[src/rtl/core/sgg_pkg.sv]
// Types, codes and helpers shared by the ghost particle generator.
package sgg_pkg;

  localparam int COORD_W = 32;
  localparam int IDX_W   = 16;
  localparam int CNT_W   = 17;
  localparam int RF_W    = 16;
  localparam int REACH_W = 40;  // 16 x 32 product with 8 fraction bits dropped
  localparam int THR_W   = 42;  // 32-bit bound plus 40-bit reach, signed
  localparam int SIZE_W  = 33;
  localparam int SUM_W   = 35;
  localparam int MODES_W = 12;

  // Configuration port
  localparam int CFG_IDX_W  = 3;
  localparam int CFG_DATA_W = 64;
  localparam logic [CFG_IDX_W-1:0] REG_BOX_X    = 3'd0;
  localparam logic [CFG_IDX_W-1:0] REG_BOX_Y    = 3'd1;
  localparam logic [CFG_IDX_W-1:0] REG_BOX_Z    = 3'd2;
  localparam logic [CFG_IDX_W-1:0] REG_MODES    = 3'd3;
  localparam logic [CFG_IDX_W-1:0] REG_REACH    = 3'd4;
  localparam logic [CFG_IDX_W-1:0] REG_CAPACITY = 3'd5;

  localparam logic [RF_W-1:0]  REACH_RESET    = 16'd563;
  localparam logic [CNT_W-1:0] CAPACITY_RESET = 17'd65536;

  // Face modes
  localparam logic [1:0] MODE_OPEN     = 2'd0;
  localparam logic [1:0] MODE_PERIODIC = 2'd1;
  localparam logic [1:0] MODE_MIRROR   = 2'd2;
  localparam logic [1:0] MODE_NONE     = 2'd3;

  localparam logic KIND_PARTICLE   = 1'b0;
  localparam logic KIND_BEGIN_STEP = 1'b1;

  localparam logic signed [SUM_W-1:0] SAT_MAX = 35'sd2147483647;
  localparam logic signed [SUM_W-1:0] SAT_MIN = -35'sd2147483648;

  typedef struct packed {
    logic                      kind;
    logic [IDX_W-1:0]          particle_index;
    logic signed [COORD_W-1:0] pos_x;
    logic signed [COORD_W-1:0] pos_y;
    logic signed [COORD_W-1:0] pos_z;
    logic signed [COORD_W-1:0] vel_x;
    logic signed [COORD_W-1:0] vel_y;
    logic signed [COORD_W-1:0] vel_z;
    logic [COORD_W-1:0]        smoothing_length;
  } particle_t;

  typedef struct packed {
    logic [IDX_W-1:0]          source_index;
    logic [IDX_W-1:0]          ghost_number;
    logic signed [COORD_W-1:0] ghost_x;
    logic signed [COORD_W-1:0] ghost_y;
    logic signed [COORD_W-1:0] ghost_z;
    logic signed [COORD_W-1:0] ghost_vx;
    logic signed [COORD_W-1:0] ghost_vy;
    logic signed [COORD_W-1:0] ghost_vz;
    logic                      last_of_particle;
    logic                      overflow;
  } ghost_t;

  // One stored ghost: slot number, position and velocity, x in element 0
  typedef struct packed {
    logic [IDX_W-1:0]            number;
    logic [2:0][COORD_W-1:0]     pos;
    logic [2:0][COORD_W-1:0]     vel;
  } entry_t;

  // Face test request from the sequencer
  typedef struct packed {
    logic [1:0]                mode;
    logic                      low_side;
    logic signed [COORD_W-1:0] coord;
    logic signed [COORD_W-1:0] vel;
    logic signed [THR_W-1:0]   lo_thr;
    logic signed [THR_W-1:0]   hi_thr;
    logic signed [SIZE_W-1:0]  size;
    logic signed [COORD_W-1:0] bface;
  } side_req_t;

  typedef struct packed {
    logic                      near;
    logic signed [COORD_W-1:0] pos;
    logic signed [COORD_W-1:0] vel;
  } side_res_t;

  function automatic logic signed [COORD_W-1:0] sat32(input logic signed [SUM_W-1:0] v);
    logic signed [COORD_W-1:0] r;
    if (v > SAT_MAX) begin
      r = SAT_MAX[COORD_W-1:0];
    end else if (v < SAT_MIN) begin
      r = SAT_MIN[COORD_W-1:0];
    end else begin
      r = v[COORD_W-1:0];
    end
    return r;
  endfunction

endpackage

[src/rtl/core/sgg_side_unit.sv]
// Shared face unit: near test and shifted or reflected coordinate for one face.
module sgg_side_unit import sgg_pkg::*; (
  input  side_req_t req,
  output side_res_t res
);

  logic                    periodic;
  logic                    mirror;
  logic signed [THR_W-1:0] coord_w;
  logic                    near_lo;
  logic                    near_hi;
  logic signed [SUM_W-1:0] coord_s;
  logic signed [SUM_W-1:0] size_s;
  logic signed [SUM_W-1:0] bface2;
  logic signed [SUM_W-1:0] vel_s;
  logic signed [SUM_W-1:0] op_a;
  logic signed [SUM_W-1:0] op_b;
  logic signed [SUM_W-1:0] sum;

  assign periodic = (req.mode == MODE_PERIODIC);
  assign mirror   = (req.mode == MODE_MIRROR);

  // Near test against precomputed thresholds
  assign coord_w = $signed({{(THR_W-COORD_W){req.coord[COORD_W-1]}}, req.coord});
  assign near_lo = coord_w < req.lo_thr;
  assign near_hi = coord_w > req.hi_thr;
  assign res.near = (periodic || mirror) && (req.low_side ? near_lo : near_hi);

  // Periodic: coord +/- size. Mirror: 2*face - coord.
  assign coord_s = $signed({{(SUM_W-COORD_W){req.coord[COORD_W-1]}}, req.coord});
  assign size_s  = $signed({{(SUM_W-SIZE_W){req.size[SIZE_W-1]}}, req.size});
  assign bface2  = $signed({{(SUM_W-COORD_W-1){req.bface[COORD_W-1]}}, req.bface, 1'b0});
  assign vel_s   = $signed({{(SUM_W-COORD_W){req.vel[COORD_W-1]}}, req.vel});

  assign op_a = periodic ? coord_s : -coord_s;
  assign op_b = periodic ? (req.low_side ? size_s : -size_s) : bface2;
  assign sum  = op_a + op_b;

  assign res.pos = sat32(sum);
  assign res.vel = mirror ? sat32(-vel_s) : req.vel;

endmodule

[config.mk]
export PLATFORM = sky130hd
export DESIGN_NAME = sgg_side_unit
export DESIGN_NICKNAME = d
export VERILOG_FILES = /design/src/rtl/core/sgg_pkg.sv /design/src/rtl/core/sgg_side_unit.sv
export SDC_FILE = /design/constraint.sdc
export NUM_CORES = 1
export LEC_CHECK = 0
export BUFFER_PORTS_ARGS = -buffer_cell sky130_fd_sc_hd__buf_2
export CORE_MARGIN = 10
export CORE_UTILIZATION = 53
export DETAILED_ROUTE_END_ITERATION = 10
export PLACE_DENSITY = 0.85
export SLEW_MARGIN = 20
export SYNTH_ARGS = -nofsm -noshare
export SYNTH_HDL_FRONTEND = slang
export SYNTH_SLANG_ARGS = --single-unit
[constraint.sdc]
create_clock -name vclk -period 8.1
set_input_delay 1.215 -clock vclk [all_inputs]
set_output_delay 1.215 -clock vclk [all_outputs]
set_load 0.01 [all_outputs]
### After elaboration in Yosys (flattened, before gate mapping)

Index checks and enable logic that the tools add are counted.

* output and inout bits: 65
* input port bits: 216
* register bits after elaboration: 0
* logic and storage cells: 23

* equal/unequal tests: 2
* reductions and logical operators: 2
* $add $sub $neg: 4
* $lt $le $gt $ge: 6
* muxes and demuxes: 9

Operators by type and width (number)
* $mux 32: 5
* $mux 35: 3
* $gt 35x32->1 const B: 2
* $lt 35x32->1 const B: 2
* $neg 32->35: 2
* $gt 32x42->1: 1
* $lt 32x42->1: 1
* $add 35x35->35: 1
* $neg 33->35: 1
* $eq 2x1->1 const B: 1
* $eq 2x2->1 const B: 1
* $logic_and 1x1->1: 1
* $logic_or 1x1->1: 1
* $mux 1: 1

### Depth between registers and ports, before layout

* depth in word-level cells: 7
* gate-level depth with buffers: 20
* mapped depth without buffers: 19

### Worst setup path before layout

Ideal clock, no wire load.

* path kind: input-to-output
* from: input port req[36] (netlist bit)
* to: output port res[32] (netlist bit)
* buffers on the path: 1
* stages: 17
* data arrival time: 5.279 ns
* required time: 6.885 ns
* path slack: 1.606 ns
* cells stage by stage: or3_1 -> nor3b_1 -> nand2_1 -> nor4_1 -> nor3b_1 -> nor2_1 -> xnor2_1 -> a21oi_1 -> ha_1 -> and3_1 -> nand4_1 -> nor4_1 -> a222oi_1 -> xnor2_1 -> a31oi_4 -> buf_6 -> o21ai_1

RTL lines
* start, declared: line sgg_side_unit.sv:3 `input side_req_t req,`
* end, declared: line sgg_side_unit.sv:4 `output side_res_t res`

==> results.yml <==
run_status:
  status: "completed"
clock_tree:
  postCtsHoldBufs: 0
  post_cts_buffers: 0
  cts.repair.resized: 0
global_routing:
  use_met1: 0.316
  grt_max_degree: 49
  grt.busiest_layer: "met2"
  grt_util_all_layers: 0.260
  use_met3: 0.0524
  grt_pass1_wl_um: 43500
  first_global_vias: 8842
  antenna_found_initial: 4
  grt_overflow: 0
  use_met2: 0.446
layout:
  areaGrowthSynthToFinish_pct: 19.6
  drive_gt1_frac: 0.260
  fin_area_um2: 8980
  nClkBuffers: 0
  seq_cells: 0
  fillers: 1360
  register_area_um2: 0
  nets: 1715
route:
  drc: 0
  firstDrtPassIters: 5
  post_drt_via_cell_ratio: 5.83
  num_vias: 9084
  wl_per_cell_um: 17.7
  routed_wl_um: 27600
  drtAntennaViolNets: 0
  initialDrtViolationCount: 471
sta:
  rsz0062_at_grt: "false"
  tightest_slew_ps: 867
  fmaxAchievable_ghz: 0.134
  fin_crit_ps: 7440
  setup_viol: 0
  slew_headroom: 0.422
  period_share: 0.919
  tns_ps: 0
  final_max_slew_viol_count: 0
  finalHoldViolCount: 0
placement:
  gp_congestion: 0.990
  hpwl_um: 24100
  dpl_cell_area_um2: 8950
  numPortBuffers: 281
critical_path:
  crit_chain: "buf_2, or3_1, nor3_2, nand2_1, nor4_1, a21oi_1, xnor2_1, a21oi_1, ha_1, a21o_1, o21bai_1, a311oi_1, o21ai_0, a222oi_1, xnor2_1, a31oi_4, buf_4, o21ai_2, buf_2"
  critical_path.max_stage_delay_ps: 700
  cp_top_family: "compound AO/OA/AOI/OAI gates"
  slowest_stage: "nor4_1"
  cp_num_buf_inv: 3
  critPathLaunch: "req[36]"
  endpoint_kind: "primary output"
  cp_data_arrival_time_ps: 6230
  cp.depth: 19
  crit_type: "in2out"
  cp-endpoint: "res[50]"
  crit_required_ps: 6880
  crit_fanout: 31
  start_kind: "input pin"
yosys:
  synth_most_common_cell: "a21oi_1"
  netlist_top_cells_count: "126 x a21oi_1, 123 x ha_1, 116 x nor2_1"
  synth_fp_nets: 1472
  syn_avg_cell_area_um2: 6.63
  ys_types: 80
  yosys-top-cells-area: "ha_1 21%, a21oi_1 8.4%, xnor2_1 6.3%"
  synthCells: 1132
  ys_seq_area_frac: 0
  yosysWarnings: 0
  yosysTopAreaCell: "ha_1"
  syn_area_um2: 7500
  synth_top_area_share: 0.205
worst_hold_path:
  hold_class: "in2out"
die:
  dieWidth_um: 139
  ioPinCount: 281
  rows: 43
  coreArea_um2: 13900
  start_util: 0.541
  die_area_um2: 19300
  die_h_um: 139
power:
  vdd_drop_max_v: 0.000124
  leakage_nw: 4.48
  switching_share: 0.586
  power_frac_comb: 1.000
  power_w: 0.000962
  seqPwrFrac: 0
  power_density_nw_per_um2: 107
  clkPwrFrac: 0
  p_int_w: 0.000399
  switchingPower_w: 0.000563
run:
  drv_cap: 0
cell type report:
cell class	count	area (um2)	share of cell area
multi-input combinational	971	6850	0.763
inverter	114	428	0.0477
tap	180	225	0.0251
timing repair buffer	288	1460	0.163
antenna	6	15.0	0.00167
tightest hold or removal path, delay by kind of cell:
family                 cells  cell delay, ps
AOI/OAI and AO/OA          1              70
buffers and inverters      2             240
how the worst min path moves through the flow:
stage                    to  slack (ps)      from  cells past startpoint
finish              res[29]        2740  req[178]                      3
global route        res[29]        2740  req[178]                      3
CTS                 res[29]        2730  req[178]                      3
detailed placement  res[29]        2730  req[178]                      3
global placement    res[29]        2730  req[178]                      3
floorplan           res[11]        2520  req[160]                      1
kinds of logic (layout without fill, tap and decap cells):
logic type / count (synthesis) / after routing / synth area share
buffers and inverters: 161 / 402 / 0.0889
AOI/OAI and AO/OA: 364 / 364 / 0.318
xor gates and xnor gates: 99 / 99 / 0.119
adders and majority gates: 124 / 124 / 0.208
muxes: 6 / 6 / 0.00850
other: 0 / 6 / 0
and+or+nand+nor: 378 / 378 / 0.258
routing by layer:
layer,routed length (um),share of wire,up-vias
li1,-,-,4602
met1,11500,0.42,4066
met2,12800,0.47,366
met3,2360,0.086,50
met4,845,0.031,0
met5,0,0,-
layout by cell type, fill, tap and decap left out, types with 3 or more instances in the layout:
cell and count:
or3_1 7, nand3_1 16, a21o_1 41, nor4_2 6
o21bai_1 3, xor2_1 43, mux2_2 3, o31ai_1 3
nand2_1 65, o21ai_1 7, o22a_1 4, o2111ai_1 4
ha_1 122, nor3_2 3, nand2b_1 15, nor2b_1 16
a31oi_1 14, nand4_1 23, diode_2 6, nor4_1 20
and3_1 9, buf_2 281, o21ai_0 67, or4_1 6
nor3b_1 5, nor2_1 116, inv_1 114, mux2i_1 3
a211oi_1 6, a211o_1 5, a2111oi_0 3, a21oi_1 126
nor3_1 48, o21ai_2 32, o211ai_1 7, o21a_1 12
buf_4 7, xnor2_1 54, and2_1 7
power by group through the flow:
| stage | combinational, W | clock (W) | sequential, W |
|---|---|---|---|
| floorplan | 0.000677 | 0 | 0 |
| global placement | 0.000951 | 0 | 0 |
| detailed placement | 0.000961 | 0 | 0 |
| CTS | 0.000966 | 0 | 0 |
| global route | 0.00106 | 0.0000000000661 | 0 |
| finish | 0.000962 | 0.0000000000992 | 0 |
metrics by stage:
stage                     instances  utilization  worst slack, ps  hold slack (ps)
after CTS                      1553        0.645              378             2730
after detailed placement       1553        0.645              387             2730
after floorplan                1132            -             1610             2520
final                          1559        0.647              660             2740
after global routing           1557        0.646              167             2740
after global placement         1553        0.645              524             2730
(Power assumes the default switching activity.)
